--- config.mk ---
export PLATFORM = sky130hd
export DESIGN_NAME = overlapping_tile_window_generator_unit_flat
export DESIGN_NICKNAME = d
export VERILOG_FILES = /design/src/hw/rtl/otw_pkg.sv /design/src/hw/rtl/otw_if.sv /design/src/hw/rtl/overlapping_tile_window_generator_unit.sv /design/src/hw/rtl/otw_cfg.sv /design/src/hw/rtl/otw_core.sv /design/src/flat_wrapper.sv
export SDC_FILE = /design/constraint.sdc
export NUM_CORES = 1
export LEC_CHECK = 0
export BUFFER_PORTS_ARGS = -buffer_cell sky130_fd_sc_hd__buf_2
export CAP_MARGIN = 10
export CORE_ASPECT_RATIO = 1.75
export CORE_MARGIN = 4
export CORE_UTILIZATION = 50
export CTS_CLUSTER_DIAMETER = 100
export DETAILED_ROUTE_END_ITERATION = 6
export GPL_TIMING_DRIVEN = 0
export PLACE_DENSITY = 0.68
export SETUP_SLACK_MARGIN = 0.3
export SLEW_MARGIN = 40
export SYNTH_ARGS = -nofsm -noshare
export SYNTH_HDL_FRONTEND = slang
export SYNTH_HIERARCHICAL = 1
export SYNTH_SLANG_ARGS = --single-unit
--- constraint.sdc ---
create_clock -name clk_i -period 10.3 [get_ports clk_i]
set_input_delay 2.06 -clock clk_i [delete_from_list [all_inputs] [get_ports clk_i]]
set_output_delay 2.06 -clock clk_i [all_outputs]
set_load 0.02 [all_outputs]
--- src/hw/rtl/otw_pkg.sv ---
`default_nettype none

package otw_pkg;

  localparam int COORD_BITS_DEF = 16;
  localparam int MAX_WIN_BITS   = 16;
  localparam int OVL_BITS       = 9;
  localparam int CFG_IDX_BITS   = 8;
  localparam int CFG_DATA_BITS  = 16;

  localparam logic [OVL_BITS-1:0]     Q8_ONE          = OVL_BITS'(256);
  localparam logic [MAX_WIN_BITS-1:0] MAX_WINDOW_RST  = MAX_WIN_BITS'(1024);
  localparam logic [OVL_BITS-1:0]     OVERLAP_RST     = OVL_BITS'(64);

  typedef enum logic [CFG_IDX_BITS-1:0] {
    CFG_MAX_WINDOW = 8'd0,
    CFG_OVERLAP_Q8 = 8'd1
  } cfg_idx_e;

  typedef enum logic {
    ACT_START = 1'b0,
    ACT_NEXT  = 1'b1
  } action_e;

  typedef struct packed {
    logic [MAX_WIN_BITS-1:0] max_window;
    logic [OVL_BITS-1:0]     overlap_q8;
  } cfg_t;

endpackage

`default_nettype wire

--- src/hw/rtl/otw_if.sv ---
`default_nettype none

interface otw_in_if #(
  parameter int CW = 16
);
  logic          valid;
  logic          ready;
  logic          action;
  logic [CW-1:0] image_width;
  logic [CW-1:0] image_height;

  modport source (output valid, action, image_width, image_height, input ready);
  modport sink   (input valid, action, image_width, image_height, output ready);
endinterface

interface otw_out_if #(
  parameter int CW = 16
);
  logic          valid;
  logic          ready;
  logic [CW-1:0] win_x;
  logic [CW-1:0] win_y;
  logic [CW-1:0] win_w;
  logic [CW-1:0] win_h;
  logic          is_last;
  logic          none;

  modport source (output valid, win_x, win_y, win_w, win_h, is_last, none, input ready);
  modport sink   (input valid, win_x, win_y, win_w, win_h, is_last, none, output ready);
endinterface

interface otw_cfg_if #(
  parameter int IW = 8,
  parameter int DW = 16
);
  logic          valid;
  logic          ready;
  logic [IW-1:0] index;
  logic [DW-1:0] data;

  modport source (output valid, index, data, input ready);
  modport sink   (input valid, index, data, output ready);
endinterface

`default_nettype wire

--- src/hw/rtl/overlapping_tile_window_generator_unit.sv ---
`default_nettype none

// overlapping tile window generator: a start beat (action 0) loads an image
// size and returns the first window; every next beat (action 1) returns the
// following window in raster order, x as the inner axis. the window edge per
// axis is min(dimension, max_window) and the stride is
// floor(edge * (256 - overlap_q8) / 256), at least 1, with overlap_q8 above
// 256 treated as 256. each axis visits 0, step, 2*step, ... and always ends
// exactly at dimension minus edge. every input beat yields exactly one output
// beat; a start with a zero dimension or zero max_window, a next beat before
// any start, or a next beat after the last window gives a beat with none set
// and all other fields zero. is_last flags the final window of the image.
// throughput is one beat per cycle unless the result side stalls; a result
// goes from the input register through one combinational stage holding the
// stride multiply for starts and the add-and-clamp for nexts to the result
// register. with the result side stalled the two registers hold two beats
// before the input is held off. config writes (index 0 max_window, index 1
// overlap_q8, others ignored) are always accepted and only affect later
// start beats; write them while the block is idle.

module overlapping_tile_window_generator_unit
  import otw_pkg::*;
#(
  parameter int COORD_BITS = COORD_BITS_DEF
) (
  input  wire          clk_i,
  input  wire          rst_ni,
  otw_cfg_if.sink      cfg_s,
  otw_in_if.sink       in_s,
  otw_out_if.source    out_m
);

  cfg_t cfg;

  // register file for window limit and overlap
  otw_cfg u_cfg (
    .clk_i      (clk_i),
    .rst_ni     (rst_ni),
    .wr_valid_i (cfg_s.valid),
    .wr_ready_o (cfg_s.ready),
    .wr_index_i (cfg_s.index),
    .wr_data_i  (cfg_s.data),
    .cfg_o      (cfg)
  );

  // window walker: input register, compute stage, result register
  otw_core #(
    .COORD_BITS (COORD_BITS)
  ) u_core (
    .clk_i  (clk_i),
    .rst_ni (rst_ni),
    .cfg_i  (cfg),
    .in_s   (in_s),
    .out_m  (out_m)
  );

endmodule

`default_nettype wire

--- src/hw/rtl/otw_cfg.sv ---
`default_nettype none

module otw_cfg
  import otw_pkg::*;
(
  input  wire                      clk_i,
  input  wire                      rst_ni,
  input  wire                      wr_valid_i,
  output logic                     wr_ready_o,
  input  wire  [CFG_IDX_BITS-1:0]  wr_index_i,
  input  wire  [CFG_DATA_BITS-1:0] wr_data_i,
  output cfg_t                     cfg_o
);

  cfg_t cfg_q;
  cfg_t cfg_d;

  assign wr_ready_o = 1'b1;

  always_comb begin
    cfg_d = cfg_q;
    if (wr_valid_i) begin
      case (cfg_idx_e'(wr_index_i))
        CFG_MAX_WINDOW: cfg_d.max_window = wr_data_i[MAX_WIN_BITS-1:0];
        CFG_OVERLAP_Q8: cfg_d.overlap_q8 = wr_data_i[OVL_BITS-1:0];
        default:        cfg_d = cfg_q;
      endcase
    end
  end

  always_ff @(posedge clk_i or negedge rst_ni) begin
    if (!rst_ni) begin
      cfg_q.max_window <= MAX_WINDOW_RST;
      cfg_q.overlap_q8 <= OVERLAP_RST;
    end else begin
      cfg_q <= cfg_d;
    end
  end

  assign cfg_o = cfg_q;

endmodule

`default_nettype wire

--- src/hw/rtl/otw_core.sv ---
`default_nettype none

module otw_core
  import otw_pkg::*;
#(
  parameter int COORD_BITS = COORD_BITS_DEF
) (
  input  wire                   clk_i,
  input  wire                   rst_ni,
  input  wire cfg_t             cfg_i,
  otw_in_if.sink                in_s,
  otw_out_if.source             out_m
);

  localparam int CB = COORD_BITS;
  localparam int MW = (CB > MAX_WIN_BITS) ? CB : MAX_WIN_BITS;
  localparam int PW = CB + OVL_BITS;

  // input register
  logic          in_vld_q;
  logic          in_act_q;
  logic [CB-1:0] in_w_q;
  logic [CB-1:0] in_h_q;

  // walker state
  logic [CB-1:0] cur_x_q, cur_x_d, cur_y_q, cur_y_d;
  logic [CB-1:0] step_x_q, step_x_d, step_y_q, step_y_d;
  logic [CB-1:0] size_x_q, size_x_d, size_y_q, size_y_d;
  logic [CB-1:0] last_x_q, last_x_d, last_y_q, last_y_d;
  logic          active_q, active_d;

  // result register
  logic          out_vld_q;
  logic [CB-1:0] res_x_q, res_x_d, res_y_q, res_y_d;
  logic [CB-1:0] res_w_q, res_w_d, res_h_q, res_h_d;
  logic          res_last_q, res_last_d;
  logic          res_none_q, res_none_d;

  logic          adv;
  logic          in_acc;

  logic [MW-1:0]       w_ext, h_ext, mw_ext;
  logic [CB-1:0]       sz_x, sz_y;
  logic [OVL_BITS-1:0] ovs, keep;
  logic [PW-1:0]       prod_x, prod_y;
  logic [CB:0]         sx, sy;
  logic [CB:0]         nx, ny;
  logic                start_bad;
  logic                fin;

  assign adv        = in_vld_q && (!out_vld_q || out_m.ready);
  assign in_s.ready = !in_vld_q || adv;
  assign in_acc     = in_s.valid && in_s.ready;

  // start: window size and step per axis
  assign w_ext  = MW'(in_w_q);
  assign h_ext  = MW'(in_h_q);
  assign mw_ext = MW'(cfg_i.max_window);
  assign sz_x   = (w_ext < mw_ext) ? in_w_q : CB'(mw_ext);
  assign sz_y   = (h_ext < mw_ext) ? in_h_q : CB'(mw_ext);
  assign ovs    = (cfg_i.overlap_q8 > Q8_ONE) ? Q8_ONE : cfg_i.overlap_q8;
  assign keep   = Q8_ONE - ovs;
  assign prod_x = PW'(sz_x) * PW'(keep);
  assign prod_y = PW'(sz_y) * PW'(keep);
  assign sx     = prod_x[PW-1:8];
  assign sy     = prod_y[PW-1:8];
  assign start_bad = (in_w_q == '0) || (in_h_q == '0) || (cfg_i.max_window == '0);

  // next: add and clamp
  assign nx = {1'b0, cur_x_q} + {1'b0, step_x_q};
  assign ny = {1'b0, cur_y_q} + {1'b0, step_y_q};

  always_comb begin
    cur_x_d  = cur_x_q;
    cur_y_d  = cur_y_q;
    step_x_d = step_x_q;
    step_y_d = step_y_q;
    size_x_d = size_x_q;
    size_y_d = size_y_q;
    last_x_d = last_x_q;
    last_y_d = last_y_q;
    active_d = active_q;
    res_none_d = 1'b1;

    if (action_e'(in_act_q) == ACT_START) begin
      if (start_bad) begin
        active_d = 1'b0;
      end else begin
        size_x_d = sz_x;
        size_y_d = sz_y;
        step_x_d = (sx == '0) ? CB'(1) : sx[CB-1:0];
        step_y_d = (sy == '0) ? CB'(1) : sy[CB-1:0];
        last_x_d = in_w_q - sz_x;
        last_y_d = in_h_q - sz_y;
        cur_x_d  = '0;
        cur_y_d  = '0;
        active_d = 1'b1;
        res_none_d = 1'b0;
      end
    end else if (active_q) begin
      if (cur_x_q == last_x_q) begin
        cur_x_d = '0;
        cur_y_d = (ny > {1'b0, last_y_q}) ? last_y_q : ny[CB-1:0];
      end else begin
        cur_x_d = (nx > {1'b0, last_x_q}) ? last_x_q : nx[CB-1:0];
      end
      res_none_d = 1'b0;
    end

    fin = (cur_x_d == last_x_d) && (cur_y_d == last_y_d);
    if (!res_none_d && fin) begin
      active_d = 1'b0;
    end

    res_x_d    = res_none_d ? '0 : cur_x_d;
    res_y_d    = res_none_d ? '0 : cur_y_d;
    res_w_d    = res_none_d ? '0 : size_x_d;
    res_h_d    = res_none_d ? '0 : size_y_d;
    res_last_d = !res_none_d && fin;
  end

  always_ff @(posedge clk_i or negedge rst_ni) begin
    if (!rst_ni) begin
      in_vld_q  <= 1'b0;
      out_vld_q <= 1'b0;
      cur_x_q   <= '0;
      cur_y_q   <= '0;
      step_x_q  <= CB'(1);
      step_y_q  <= CB'(1);
      size_x_q  <= '0;
      size_y_q  <= '0;
      last_x_q  <= '0;
      last_y_q  <= '0;
      active_q  <= 1'b0;
    end else begin
      if (in_s.ready) begin
        in_vld_q <= in_acc;
      end
      if (adv) begin
        out_vld_q <= 1'b1;
        cur_x_q   <= cur_x_d;
        cur_y_q   <= cur_y_d;
        step_x_q  <= step_x_d;
        step_y_q  <= step_y_d;
        size_x_q  <= size_x_d;
        size_y_q  <= size_y_d;
        last_x_q  <= last_x_d;
        last_y_q  <= last_y_d;
        active_q  <= active_d;
      end else if (out_m.ready) begin
        out_vld_q <= 1'b0;
      end
    end
  end

  always_ff @(posedge clk_i) begin
    if (in_acc) begin
      in_act_q <= in_s.action;
      in_w_q   <= in_s.image_width;
      in_h_q   <= in_s.image_height;
    end
    if (adv) begin
      res_x_q    <= res_x_d;
      res_y_q    <= res_y_d;
      res_w_q    <= res_w_d;
      res_h_q    <= res_h_d;
      res_last_q <= res_last_d;
      res_none_q <= res_none_d;
    end
  end

  assign out_m.valid   = out_vld_q;
  assign out_m.win_x   = res_x_q;
  assign out_m.win_y   = res_y_q;
  assign out_m.win_w   = res_w_q;
  assign out_m.win_h   = res_h_q;
  assign out_m.is_last = res_last_q;
  assign out_m.none    = res_none_q;

endmodule

`default_nettype wire

--- src/flat_wrapper.sv ---
// flat-port wrapper written by rule: the top's interface ports become plain ports
module overlapping_tile_window_generator_unit_flat import otw_pkg::*;
#(
  parameter int COORD_BITS = COORD_BITS_DEF
)
  (clk_i, rst_ni, cfg_s_valid, cfg_s_index, cfg_s_data, cfg_s_ready, in_s_valid, in_s_action, in_s_image_width, in_s_image_height, in_s_ready, out_m_valid, out_m_win_x, out_m_win_y, out_m_win_w, out_m_win_h, out_m_is_last, out_m_none, out_m_ready);
  otw_cfg_if #(.IW(CFG_IDX_BITS), .DW(CFG_DATA_BITS)) cfg_s_i ();
  otw_in_if #(.CW((COORD_BITS_DEF))) in_s_i ();
  otw_out_if #(.CW((COORD_BITS_DEF))) out_m_i ();
  input  wire clk_i;
  input  wire rst_ni;
  input wire logic [$bits(cfg_s_i.valid)-1:0] cfg_s_valid;
  input wire logic [$bits(cfg_s_i.index)-1:0] cfg_s_index;
  input wire logic [$bits(cfg_s_i.data)-1:0] cfg_s_data;
  output wire logic [$bits(cfg_s_i.ready)-1:0] cfg_s_ready;
  input wire logic [$bits(in_s_i.valid)-1:0] in_s_valid;
  input wire logic [$bits(in_s_i.action)-1:0] in_s_action;
  input wire logic [$bits(in_s_i.image_width)-1:0] in_s_image_width;
  input wire logic [$bits(in_s_i.image_height)-1:0] in_s_image_height;
  output wire logic [$bits(in_s_i.ready)-1:0] in_s_ready;
  output wire logic [$bits(out_m_i.valid)-1:0] out_m_valid;
  output wire logic [$bits(out_m_i.win_x)-1:0] out_m_win_x;
  output wire logic [$bits(out_m_i.win_y)-1:0] out_m_win_y;
  output wire logic [$bits(out_m_i.win_w)-1:0] out_m_win_w;
  output wire logic [$bits(out_m_i.win_h)-1:0] out_m_win_h;
  output wire logic [$bits(out_m_i.is_last)-1:0] out_m_is_last;
  output wire logic [$bits(out_m_i.none)-1:0] out_m_none;
  input wire logic [$bits(out_m_i.ready)-1:0] out_m_ready;
  assign cfg_s_i.valid = cfg_s_valid;
  assign cfg_s_i.index = cfg_s_index;
  assign cfg_s_i.data = cfg_s_data;
  assign cfg_s_ready = cfg_s_i.ready;
  assign in_s_i.valid = in_s_valid;
  assign in_s_i.action = in_s_action;
  assign in_s_i.image_width = in_s_image_width;
  assign in_s_i.image_height = in_s_image_height;
  assign in_s_ready = in_s_i.ready;
  assign out_m_valid = out_m_i.valid;
  assign out_m_win_x = out_m_i.win_x;
  assign out_m_win_y = out_m_i.win_y;
  assign out_m_win_w = out_m_i.win_w;
  assign out_m_win_h = out_m_i.win_h;
  assign out_m_is_last = out_m_i.is_last;
  assign out_m_none = out_m_i.none;
  assign out_m_i.ready = out_m_ready;
  overlapping_tile_window_generator_unit #(.COORD_BITS(COORD_BITS)) u_core (.clk_i(clk_i), .rst_ni(rst_ni), .cfg_s(cfg_s_i), .in_s(in_s_i), .out_m(out_m_i));
endmodule
==> PnR_summary.wiki, run 1 <==
{| class="wikitable"
! Metric !! Value
|-
| Final-layout setup total negative slack || 0 ns
|-
| Clock sink count || 255
|-
| Skew-Pair Late Insertion Delay || 0.58 ns
|-
| Final-layout fill cell count || 4,711
|-
| Crit start category || flip-flop
|-
| Final nets || 3,473
|-
| Net count of the mapped netlist || 3,307
|-
| Multiplexer share of the synthesized area || 3.48%
|-
| Core area || 49,700 um^2
|-
| Clock tree from TritonCTS || yes
|-
| Via count of the routed design || 22,300
|-
| Clock transition at path regs || 0.06 ns
|-
| Number of buffers added by the clock tree synthesis step || 26
|-
| ANT nets after route || 0
|-
| Number of search-and-repair iterations in the first detailed-routing pass || 6
|-
| Max-cap violations || 0
|-
| Relative slew slack || 40.2%
|-
| Area of the multi-input gates || 16,800 um^2
|-
| Antenna diodes || 0
|-
| Quantity of hold-fixing buffers added after cts || 0
|-
| Synth warn || 6
|-
| Fmax || 105 MHz
|-
| Count of flip-flops with a built-in enable after synthesis || 99
|-
| Boundary Pins || 131
|-
| Post-Synth XOR/XNOR Area || 4.02%
|-
| DRC viols || 0
|-
| Vias in the first global route || 22,800
|-
| Path type of the worst setup path || reg -> reg
|-
| Distinct cell type count of the synthesized netlist || 95
|-
| Worst EP required || 10.78 ns
|-
| Total global routing overflow || 0
|-
| Final hold violations || 0
|-
| Cell type with the largest total area after synthesis || sky130_fd_sc_hd__fa_1
|-
| Average routed wire per standard cell || 24.6 um
|-
| Critical path fanouts, max || 10
|-
| Rows || 108
|-
| Ratio of final minimum period to clock period || 92.8%
|-
| Prevailing post-synth register cell || sky130_fd_sc_hd__dfrtp_1
|-
| Total wire length || 90.8 mm
|-
| Total instance count after detailed placement || 3,637
|-
| Critical Path End Type || flip-flop
|-
| First-pass GRT wire length || 137 mm
|-
| Die extent in x || 178 um
|-
| Adder-Cell Fraction of Synth Area || 26.1%
|-
| Area Growth Syn to Fin || 10.3%
|-
| Final critical-path required period || 9.56 ns
|-
| Min-Delay Path Class || reg -> reg
|-
| Clk_skew || 0.0201 ns
|-
| Number of DRC markers in iteration 0 || 1,919
|-
| Combinational family with the most area after synthesis || adder cells
|-
| Global placer's final weighted congestion || 0.993
|-
| Ratio of cells with drive above 1 in the final layout || 9.68%
|-
| Sequential element share of the synthesized area || 27.3%
|-
| Most frequent cell on the critical path || sky130_fd_sc_hd__clkbuf_1
|-
| Largest net degree at the start of global routing || 70
|-
| Setup-failing EPs final || 0
|-
| Initial core utilization || 50.7%
|-
| Standby leakage power || 0.0129 uW
|-
| Cell area after technology mapping || 25,200 um^2
|-
| Root Driver || sky130_fd_sc_hd__clkbuf_16
|-
| Synth Area in Simple Gates || 16.8%
|-
| Worst path max stage delay || 0.71 ns
|-
| Fin. max-slew vios || 0
|-
| Main area contributors after synthesis || sky130_fd_sc_hd__fa_1 (16%), sky130_fd_sc_hd__dfrtp_1 (15%), sky130_fd_sc_hd__edfxtp_1 (12%)
|-
| Mean instance size in the synthesized netlist || 8.88 um^2
|-
| Power density over the cells || 210 nW/um^2
|-
| Maximum clock insertion buffer count || 3
|-
| Fraction of registers with async set/reset || 61.2%
|-
| Arrival time worst endpoint || 10.04 ns
|-
| Antenna violations before repair || 0
|-
| Synth top area share || 15.9%
|-
| Largest vdd supply drop || 0.149 mV
|-
| Y dimension of the die || 305 um
|-
| Synthesized netlist cell count || 2,840
|-
| Average vias per placed instance || 6.04
|-
| Overall Global Routing Usage || 33.4%
|-
| Synth Register Bits || 255
|-
| Sum of net half-perimeters after detailed placement || 74.7 mm
|-
| Measured slew at the worst slew-check pin || 0.897 ns
|-
| Count of input and output buffers || 129
|-
| Footprint of the flip-flops and latches || 6880 um^2
|-
| Unrepaired setup endpoints after global routing || false
|-
| Count of H-tree levels built during CTS || 1
|-
| Die Outline Area || 54,200 um^2
|-
| Area fraction in compound gates after synthesis || 15.8%
|-
| Final cell count without fillers || 3,686
|-
| Status || finished, final reports clean
|-
| Library cell contributing the largest single delay on the critical path || sky130_fd_sc_hd__clkbuf_1
|}
## worst paths after layout
kind                                                        start                                     end  slack (ns)  cells past startpoint
max reg2reg                     u_core/u_cfg/cfg_o[0]$_DFFE_PN0P_   u_core/u_core/step_x_q[0]$_DFFE_PN1P_        0.74                     28
max in group asynchronous                                  rst_ni   u_core/u_core/step_x_q[0]$_DFFE_PN1P_        7.89                      3
min                        u_core/u_core/size_x_q[14]$_DFFE_PN0P_  u_core/u_core/size_x_q[14]$_DFFE_PN0P_        0.48                      2
min reg2reg                u_core/u_core/size_x_q[14]$_DFFE_PN0P_  u_core/u_core/size_x_q[14]$_DFFE_PN0P_        0.48                      2
max                             u_core/u_cfg/cfg_o[0]$_DFFE_PN0P_   u_core/u_core/step_x_q[0]$_DFFE_PN1P_        0.74                     28
min in group asynchronous                                  rst_ni  u_core/u_core/size_y_q[10]$_DFFE_PN0P_        1.36                      1
## cell families (layout without fill, tap and decap cells)
logic type,count (synthesis),after routing
AND/OR/NAND/NOR,925,925
AO/OA/AOI/OAI,631,631
buffers and inverters,429,615
adder cells (fa/ha/maj),405,405
flip-flops,255,255
XOR/XNOR,115,115
multiplexers,79,79
other,1,1
## placed cells by master, fill, tap and decap left out, types with 12 or more instances in the layout
cell                        Yosys  layout
sky130_fd_sc_hd__nor2_1       280     278
sky130_fd_sc_hd__a21o_1        21      21
sky130_fd_sc_hd__a211oi_1      31      31
sky130_fd_sc_hd__clkbuf_1     117     108
sky130_fd_sc_hd__xnor2_1       73      73
sky130_fd_sc_hd__nor3_1        36      36
sky130_fd_sc_hd__and3_1        19      19
sky130_fd_sc_hd__a31oi_1       22      21
sky130_fd_sc_hd__and2_1        17      16
sky130_fd_sc_hd__nor4_1        24      24
sky130_fd_sc_hd__ha_1         205     205
sky130_fd_sc_hd__nand2b_1      77      77
sky130_fd_sc_hd__nand3_1       37      37
sky130_fd_sc_hd__clkbuf_16      0      27
sky130_fd_sc_hd__xor2_1        41      41
sky130_fd_sc_hd__clkbuf_2       0      13
sky130_fd_sc_hd__o21ai_0      211     211
sky130_fd_sc_hd__fa_1         200     200
sky130_fd_sc_hd__nand2_1      333     333
sky130_fd_sc_hd__a21oi_1      146     145
sky130_fd_sc_hd__o21a_1        28      28
sky130_fd_sc_hd__dfrtp_1      152     152
sky130_fd_sc_hd__buf_2          4     133
sky130_fd_sc_hd__o31ai_1       12      12
sky130_fd_sc_hd__nor2b_1       21      21
sky130_fd_sc_hd__inv_1        293     293
sky130_fd_sc_hd__nand4_1       27      27
sky130_fd_sc_hd__or2_2         16      16
sky130_fd_sc_hd__edfxtp_1      99      99
sky130_fd_sc_hd__a22o_1        18      18
sky130_fd_sc_hd__mux2_2        30      30
sky130_fd_sc_hd__mux2i_1       39      38
sky130_fd_sc_hd__o211ai_1      17      17
## metrics by stage
stage	worst slack [ns]	hold WS (ns)	util, %	total power, uW	cell area [um^2]
6_report	0.740	0.480	55.9	5850	27800
5_1_grt	0.402	0.505	55.9	6210	27800
3_3_place_gp	0.261	0.462	53.7	4710	26700
2_1_floorplan	2.29	0.450	-	3660	25200
3_5_place_dp	0.334	0.470	54.2	4800	26900
4_1_cts	0.484	0.484	55.9	5800	27800
## critical path, delay by kind of cell (launching register included)
kind / cells / cell delay [ns]
buffers and inverters: 9 / 3.04
adder cells (fa/ha/maj): 6 / 2.72
AND/OR/NAND/NOR: 7 / 1.68
AO/OA/AOI/OAI: 4 / 0.87
XOR/XNOR: 1 / 0.46
flip-flops: 1 / 0.42
multiplexers: 1 / 0.27
## cells in the mapped netlist (37+ instances only)
library cell and number:
sky130_fd_sc_hd__clkbuf_1 117, sky130_fd_sc_hd__a21oi_1 146, sky130_fd_sc_hd__fa_1 200, sky130_fd_sc_hd__nand2_1 333
sky130_fd_sc_hd__o21ai_0 211, sky130_fd_sc_hd__edfxtp_1 99, sky130_fd_sc_hd__mux2i_1 39, sky130_fd_sc_hd__ha_1 205
sky130_fd_sc_hd__nand3_1 37, sky130_fd_sc_hd__xnor2_1 73, sky130_fd_sc_hd__nand2b_1 77, sky130_fd_sc_hd__dfrtp_1 152
sky130_fd_sc_hd__xor2_1 41, sky130_fd_sc_hd__inv_1 293, sky130_fd_sc_hd__nor2_1 280
## what timing repair did
| item | in CTS | in global routing |
|---|---|---|
| resized for setup | 1 | 11 |
| pin swaps | 0 | 0 |
| hold endpoints to repair | 0 | 0 |
| buffers inserted | 0 | 0 |
| setup endpoints to repair | 1 | 1 |
## state kept, by name (all words and copies together), names as in the netlist, 16 cells and up
| signal | count |
|---|---|
| u_core/u_core/out_m.win_y | 16 |
| u_core/u_core/out_m.win_w | 16 |
| u_core/u_core/last_y_q | 16 |
| u_core/u_core/out_m.win_x | 16 |
| u_core/u_core/size_x_q | 16 |
| u_core/u_core/cur_y_q | 16 |
| u_core/u_core/step_y_q | 16 |
| u_core/u_core/last_x_q | 16 |
| u_core/u_core/in_w_q | 16 |
| u_core/u_core/size_y_q | 16 |
| u_core/u_core/cur_x_q | 16 |
| u_core/u_cfg/cfg_o | 25 |
| u_core/u_core/step_x_q | 16 |
| u_core/u_core/out_m.win_h | 16 |
| u_core/u_core/h_ext | 16 |
## layer usage
metal	up-vias	track usage, %	share of wire, %
li1	10000	-	-
met1	10800	38.4	36
met4	0	27.0	10
met5	-	0	0
met2	1028	56.1	48
met3	353	2.91	5.3
## cell type report
type,instances,area share [%]
multi-input cells,2156,60.2
clock buffers,32,2.53
flip-flops and latches,255,24.7
clock inverters,16,0.540
repair buffers,138,3.02
well taps,660,2.97
inverters,299,4.05
plain buffers,130,1.90
## power by group
group / internal (uW) / leakage (uW) / switching, uW
clock network: 541 / 0.000424 / 439
registers: 1310 / 0.00302 / 250
logic: 1140 / 0.00949 / 2170
total: 2990 / 0.0129 / 2860
Power figures use the tool's default switching activity.
==> inputs of run 2 (changes only) <==
- CELL_PAD_IN_SITES_DETAIL_PLACEMENT: default -> 1
- CELL_PAD_IN_SITES_GLOBAL_PLACEMENT: default -> 2
- CORE_ASPECT_RATIO: 1.75 -> default
- CORE_UTILIZATION: 50 -> 41
- CTS_BUF_LIST: default -> sky130_fd_sc_hd__clkbuf_8
- PLACE_DENSITY: 0.68 -> 0.85
==> PnR_summary.wiki, run 2 (synthesized netlist as in run 1, its figures left out) <==
{| class="wikitable"
! Metric !! Value
|-
| Status || finished, final reports clean
|-
| Ratio of final minimum period to clock period || 93.6% (+0.82 points)
|-
| Relative slew slack || 39.3% (-0.91 points)
|-
| Worst EP required || 10.86 ns (+0.08 ns)
|-
| Clock sink count || 255 (unchanged)
|-
| Total global routing overflow || 0 (unchanged)
|-
| Critical Path End Type || flip-flop
|-
| Maximum clock insertion buffer count || 3 (unchanged)
|-
| ANT nets after route || 0 (unchanged)
|-
| Number of flip-flops under the largest register name || 25 (unchanged)
|-
| Max-cap violations || 0 (unchanged)
|-
| Most used cells in the layout excluding fill and tap cells || sky130_fd_sc_hd__nand2_1 (333), sky130_fd_sc_hd__inv_1 (313), sky130_fd_sc_hd__nor2_1 (278), sky130_fd_sc_hd__o21ai_0 (211), sky130_fd_sc_hd__ha_1 (205)
|-
| Final-layout fill cell count || 7,192 (+53%)
|-
| Arrival time worst endpoint || 10.20 ns (+0.16 ns)
|-
| Ratio of cells with drive above 1 in the final layout || 10.4% (+0.73 points)
|-
| Sum of net half-perimeters after detailed placement || 78.7 mm (+5.4%)
|-
| Min-Delay Path Class || reg -> reg
|-
| Clk_skew || 0.0264 ns (+0.00634 ns)
|-
| Boundary Pins || 131 (unchanged)
|-
| Family with the most delay on the worst path || adder cells
|-
| Die extent in x || 256 um (+44%)
|-
| Skew-Pair Late Insertion Delay || 0.65 ns (+0.07 ns)
|-
| Final nets || 3,491 (+0.52%)
|-
| Number of DRC markers in iteration 0 || 1,620 (-16%)
|-
| Clock transition at path regs || 0.06 ns (about the same)
|-
| Fmax || 104 MHz (-0.88%)
|-
| Final hold violations || 0 (unchanged)
|-
| First-pass GRT wire length || 149 mm (+8.7%)
|-
| Worst path buffer plus inverter count || 9 (unchanged)
|-
| Measured slew at the worst slew-check pin || 0.910 ns (+0.0136 ns)
|-
| Final setup margin || 0.656 ns (-0.0844 ns)
|-
| Largest net degree at the start of global routing || 71 (+1.4%)
|-
| Final-layout setup total negative slack || 0 ns (unchanged)
|-
| Footprint of the flip-flops and latches || 6880 um^2 (unchanged)
|-
| Core occupancy in the finished layout || 46.3% (-9.6 points)
|-
| Standby leakage power || 0.0131 uW (+1.2%)
|-
| Critical path fanouts, max || 10 (unchanged)
|-
| Via count of the routed design || 22,600 (+1.6%)
|-
| Number of search-and-repair iterations in the first detailed-routing pass || 5 (-1)
|-
| Power density over the cells || 212 nW/um^2 (+1.0%)
|-
| Most frequent standard cell in the layout excluding fill and tap cells || sky130_fd_sc_hd__nand2_1
|-
| Antenna violations before repair || 0 (unchanged)
|-
| Count of input and output buffers || 129 (unchanged)
|-
| Crit start category || flip-flop
|-
| Count of H-tree levels built during CTS || 2 (+1)
|-
| Library cell contributing the largest single delay on the critical path || sky130_fd_sc_hd__or4b_1
|-
| Die Outline Area || 65,500 um^2 (+21%)
|-
| Global placer's final weighted congestion || 0.941 (-5.3%)
|-
| Average routed wire per standard cell || 25.4 um (+3.3%)
|-
| Unrepaired setup endpoints after global routing || false
|-
| Overall Global Routing Usage || 29.4% (-4.0 points)
|-
| Root Driver || sky130_fd_sc_hd__clkbuf_8
|-
| Initial core utilization || 41.6% (-9.1 points)
|-
| Y dimension of the die || 256 um (-16%)
|-
| Largest vdd supply drop || 0.130 mV (-13%)
|-
| Clock tree from TritonCTS || yes
|-
| Number of buffers added by the clock tree synthesis step || 47 (+81%)
|-
| Final critical-path required period || 9.64 ns (+0.0844 ns)
|-
| Rows || 90 (-17%)
|-
| Final cell count without fillers || 3,846 (+4.3%)
|-
| Total instance count after detailed placement || 3,757 (+3.3%)
|-
| Average vias per placed instance || 5.88 (-2.7%)
|-
| Setup-failing EPs final || 0 (unchanged)
|-
| Number of setup buffers added after CTS || 0 (unchanged)
|-
| Path type of the worst setup path || reg -> reg
|-
| Area of the multi-input gates || 16,700 um^2 (about the same)
|-
| Area Growth Syn to Fin || 11.2%
|-
| Worst path max stage delay || 0.61 ns (-0.10 ns)
|-
| Post-place setup slack || 0.204 ns (-0.130 ns)
|-
| Total wire length || 97.9 mm (+7.7%)
|-
| DRC viols || 0 (unchanged)
|-
| Core area || 60,600 um^2 (+22%)
|-
| Vias in the first global route || 23,900 (+4.6%)
|-
| Sum of internal, switching and leakage power || 5960 uW (+1.9%)
|-
| Quantity of hold-fixing buffers added after cts || 0 (unchanged)
|-
| Fin. max-slew vios || 0 (unchanged)
|}
-- run 2: cell types whose count changed in the layout (fill, tap and decap cells not counted), sizes merged --
| cell | before | now |
|---|---|---|
| clkbuf | 149 | 167 |
| inv | 298 | 315 |
| buf | 151 | 148 |
| clkinv | 13 | 16 |
| bufinv | 2 | 4 |
| diode | 0 | 1 |
-- run 2: path summary, 6_finish.rpt --
kind                            cells after the start                                   start  slack, ns                                endpoint
worst min register to register                      2  u_core/u_core/size_y_q[14]$_DFFE_PN0P_       0.48  u_core/u_core/size_y_q[14]$_DFFE_PN0P_
min in group asynchronous                           1                                  rst_ni       1.24    u_core/u_core/cur_y_q[8]$_DFFE_PN0P_
max in group asynchronous                           2                                  rst_ni       8.35      u_core/u_cfg/cfg_o[19]$_DFFE_PN1P_
worst max register to register                     28       u_core/u_cfg/cfg_o[0]$_DFFE_PN0P_       0.66   u_core/u_core/step_x_q[0]$_DFFE_PN1P_
worst max-delay path                               28       u_core/u_cfg/cfg_o[0]$_DFFE_PN0P_       0.66   u_core/u_core/step_x_q[0]$_DFFE_PN1P_
worst min-delay path                                2  u_core/u_core/size_y_q[14]$_DFFE_PN0P_       0.48  u_core/u_core/size_y_q[14]$_DFFE_PN0P_
-- run 2: metal layers --
layer	track usage, %	part of all wire (%)	wire, um	up-vias
li1	-	-	-	10100
met1	39.7	44	42800	11600
met2	49.1	47	46000	716
met3	3.93	5.6	5470	195
met4	9.66	3.7	3590	0
met5	0	0	0	-
-- run 2: worst reg2reg max path: cells and delay by family, from the launching register on --
family | cells | cell delay, ns
muxes | 1 | 0.29
and+or+nand+nor | 7 | 2.11
adders and majority gates | 6 | 2.72
AOI/OAI and AO/OA | 4 | 0.99
xor gates and xnor gates | 1 | 0.46
buffers and inverters | 9 | 2.54
DFF | 1 | 0.40
-- run 2: stage by stage --
| step | hold slack, ns | cell area (um^2) |
|---|---|---|
| after floorplan | 0.450 | 25200 |
| after global placement | 0.462 | 26800 |
| after detailed placement | 0.470 | 27000 |
| after CTS | 0.482 | 28000 |
| after global routing | 0.503 | 28000 |
| final | 0.483 | 28000 |
-- run 2: final cells by class --
type | instances | area share [%]
repair buffers | 135 | 2.87
flip-flops and latches | 255 | 24.5
clock inverters | 38 | 0.999
inverters | 299 | 4.01
diodes | 1 | 0.00892
clock buffers | 50 | 2.45
well taps | 782 | 3.49
plain buffers | 130 | 1.92
multi-input cells | 2156 | 59.7
-- run 2: where the power goes --
group	total (uW)	switching [uW]	internal [uW]
Clock	1030	478	553
Sequential	1580	273	1310
Combinational	3340	2200	1150
Total	5960	2950	3010
-- run 2: what timing repair did --
item	4_1_cts	5_1_grt
gates resized for setup	2	26
endpoints found under the setup margin	1	5
endpoints found under the hold margin	0	0
==> inputs of run 3 (changes only) <==
- CTS_BUF_LIST: sky130_fd_sc_hd__clkbuf_8 -> sky130_fd_sc_hd__clkbuf_4
- clock period: 10.3 -> 9.5 ns (I/O delays scaled with it)
==> PnR_summary.wiki, run 3 (synthesized netlist as in run 1, its figures left out) <==
{| class="wikitable"
! Metric !! Value
|-
| Status || finished, final reports clean
|-
| Worst path buffer plus inverter count || 6 (-3)
|-
| Y dimension of the die || 256 um (unchanged)
|-
| First-pass GRT wire length || 149 mm (about the same)
|-
| Footprint of the flip-flops and latches || 6880 um^2 (unchanged)
|-
| Skew-Pair Late Insertion Delay || 0.87 ns (+0.22 ns)
|-
| Final hold violations || 0 (unchanged)
|-
| Boundary Pins || 131 (unchanged)
|-
| Switching power share of the total || 49.6% (+0.15 points)
|-
| Area of the multi-input gates || 16,800 um^2 (+0.16%)
|-
| Min-Delay Path Class || reg -> reg
|-
| Core area || 60,600 um^2 (unchanged)
|-
| Path type of the worst setup path || reg -> reg
|-
| Measured slew at the worst slew-check pin || 0.895 ns (-0.0153 ns)
|-
| Core occupancy in the finished layout || 46.6% (+0.26 points)
|-
| Final critical-path required period || 8.87 ns (-0.770 ns)
|-
| Largest net degree at the start of global routing || 71 (unchanged)
|-
| Total global routing overflow || 0 (unchanged)
|-
| Worst Hold Slack || 0.483 ns (-0.000503 ns)
|-
| Max-cap violations || 0 (unchanged)
|-
| Ratio of final minimum period to clock period || 93.4% (-0.22 points)
|-
| Global placer's final weighted congestion || 0.941 (unchanged)
|-
| Total wire length || 98.1 mm (+0.19%)
|-
| Crit start category || flip-flop
|-
| Worst r2r path cells || 29 (+3.6%)
|-
| Worst EP required || 10.28 ns (-0.58 ns)
|-
| Critical path fanouts, max || 10 (unchanged)
|-
| Relative slew slack || 40.3% (+1.0 points)
|-
| Vias in the first global route || 24,100 (+0.99%)
|-
| Worst hold path stage count || 2 (unchanged)
|-
| Launch instance of the worst min-delay path || u_core/u_core/size_x_q[15]$_DFFE_PN0P_
|-
| Clock sink count || 255 (unchanged)
|-
| Root Driver || sky130_fd_sc_hd__clkbuf_4
|-
| Relative contribution of sequential cells to total power || 26.4% (-0.2 points)
|-
| Power density over the cells || 231 nW/um^2 (+8.6%)
|-
| Ratio of cells with drive above 1 in the final layout || 12.9% (+2.5 points)
|-
| Die Outline Area || 65,500 um^2 (unchanged)
|-
| Start point of the critical path || u_core/u_cfg/cfg_o[24]$_DFFE_PN0P_
|-
| Overall Global Routing Usage || 29.5% (+0.11 points)
|-
| Critical Path End Type || flip-flop
|-
| Sum of net half-perimeters after detailed placement || 78.7 mm (unchanged)
|-
| Via count of the routed design || 22,900 (+1.5%)
|-
| Standby leakage power || 0.0132 uW (+0.62%)
|-
| Count of input and output buffers || 129 (unchanged)
|-
| Reg2reg start || u_core/u_cfg/cfg_o[24]$_DFFE_PN0P_
|-
| Setup-failing EPs final || 0 (unchanged)
|-
| Antenna violations before repair || 3 (+3)
|-
| Worst path max stage delay || 0.59 ns (-0.02 ns)
|-
| Clk_skew || 0.0870 ns (+0.0606 ns)
|-
| Library cell contributing the largest single delay on the critical path || sky130_fd_sc_hd__clkbuf_1
|-
| Number of search-and-repair iterations in the first detailed-routing pass || 5 (unchanged)
|-
| DRC viols || 0 (unchanged)
|-
| Final-layout setup total negative slack || 0 ns (unchanged)
|-
| Number of buffers added by the clock tree synthesis step || 77 (+64%)
|-
| Most frequent standard cell in the layout excluding fill and tap cells || sky130_fd_sc_hd__nand2_1
|-
| Arrival time worst endpoint || 9.66 ns (-0.54 ns)
|-
| Sw power || 3230 uW (+9.5%)
|-
| Most used cells in the layout excluding fill and tap cells || sky130_fd_sc_hd__nand2_1 (333), sky130_fd_sc_hd__inv_1 (292), sky130_fd_sc_hd__nor2_1 (278), sky130_fd_sc_hd__o21ai_0 (211), sky130_fd_sc_hd__ha_1 (205)
|-
| Initial core utilization || 41.6% (unchanged)
|-
| Unrepaired setup endpoints after global routing || true
|-
| Clock tree from TritonCTS || yes
|-
| Largest vdd supply drop || 0.113 mV (-13%)
|-
| Part of the power in the clock network || 17.9% (+0.6 points)
|-
| Family with the most delay on the worst path || adder cells
|-
| Average vias per placed instance || 5.87 (about the same)
|-
| Average routed wire per standard cell || 25.1 um (-1.3%)
|-
| Number of setup buffers added after CTS || 0 (unchanged)
|-
| Internal power || 3280 uW (+8.9%)
|-
| Combinational fraction of design power || 55.8% (-0.3 points)
|-
| Final-layout fill cell count || 7,207 (+0.21%)
|-
| Final nets || 3,521 (+0.86%)
|-
| Number of flip-flops under the largest register name || 25 (unchanged)
|-
| Count of H-tree levels built during CTS || 3 (+1)
|-
| Clock transition at path regs || 0.07 ns (about the same)
|-
| Maximum clock insertion buffer count || 3 (unchanged)
|-
| Fin. max-slew vios || 0 (unchanged)
|-
| Fmax || 113 MHz (+8.7%)
|-
| Rows || 90 (unchanged)
|-
| Area Growth Syn to Fin || 11.9%
|-
| Number of DRC markers in iteration 0 || 1,589 (-1.9%)
|-
| Worst path depth || 29 (+3.6%)
|-
| ANT nets after route || 0 (unchanged)
|-
| Quantity of hold-fixing buffers added after cts || 0 (unchanged)
|-
| Die extent in x || 256 um (unchanged)
|}
-- run 3: cell types whose count changed in the layout (fill, tap and decap cells not counted), sizes merged --
cell      delta
buf          +4
diode        +3
bufinv       -3
clkbuf      +66
clkinv       +9
clkinvlp     -1
inv         -19
-- run 3: tightest hold or removal path, stage by stage, from the launching register on --
cell                      delay (ns)
sky130_fd_sc_hd__dfrtp_1        0.34
sky130_fd_sc_hd__nand2_1        0.05
sky130_fd_sc_hd__o21ai_0        0.06
-- run 3: routing by layer --
metal,routed length (um),vias up,track usage (%)
li1,-,10200,-
met1,42700,11800,39.6
met2,46300,809,49.2
met3,5710,173,4.63
met4,3330,0,9.40
met5,0,-,0
-- run 3: per-stage QoR --
stage          area (um^2)  total power [uW]  std cells  setup slack, ns
2_1_floorplan        25200              3970       2840             1.49
5_1_grt              28200              6960       3904            0.265
3_5_place_dp         27000              5270       3757           -0.596
6_report             28200              6510       3905            0.625
4_1_cts              28100              6480       3901            0.302
3_3_place_gp         26800              5110       3751           -0.726
-- run 3: worst paths after layout --
path	end	slack (ns)
min in group asynchronous	u_core/u_core/cur_y_q[8]$_DFFE_PN0P_	0.86
max	u_core/u_core/step_y_q[0]$_DFFE_PN1P_	0.63
max reg2reg	u_core/u_core/step_y_q[0]$_DFFE_PN1P_	0.63
min reg2reg	u_core/u_core/size_x_q[15]$_DFFE_PN0P_	0.48
min	u_core/u_core/size_x_q[15]$_DFFE_PN0P_	0.48
max in group asynchronous	u_core/u_cfg/cfg_o[6]$_DFFE_PN1P_	7.89
-- run 3: what timing repair did --
action | in CTS | in global routing
endpoints found under the hold margin | 0 | 0
setup endpoints to repair | 8 | 6
resized for setup | 20 | 43
gates cloned | 0 | 0
-- run 3: layout make-up --
cell class / instances / area share [%]
inverters: 299 / 3.98
diodes: 4 / 0.0355
plain buffers: 130 / 2.05
well taps: 782 / 3.47
repair buffers: 135 / 2.85
clock inverters: 24 / 0.537
multi-input cells: 2156 / 59.5
clock buffers: 120 / 3.19
flip-flops and latches: 255 / 24.4
-- run 3: power by group through the flow --
stage | combinational [uW] | sequential, uW | clock, uW
after floorplan | 2320 | 1650 | 0
after global placement | 3400 | 1720 | 0
after detailed placement | 3540 | 1730 | 0
after CTS | 3570 | 1710 | 1210
after global routing | 3960 | 1740 | 1270
final | 3630 | 1720 | 1160
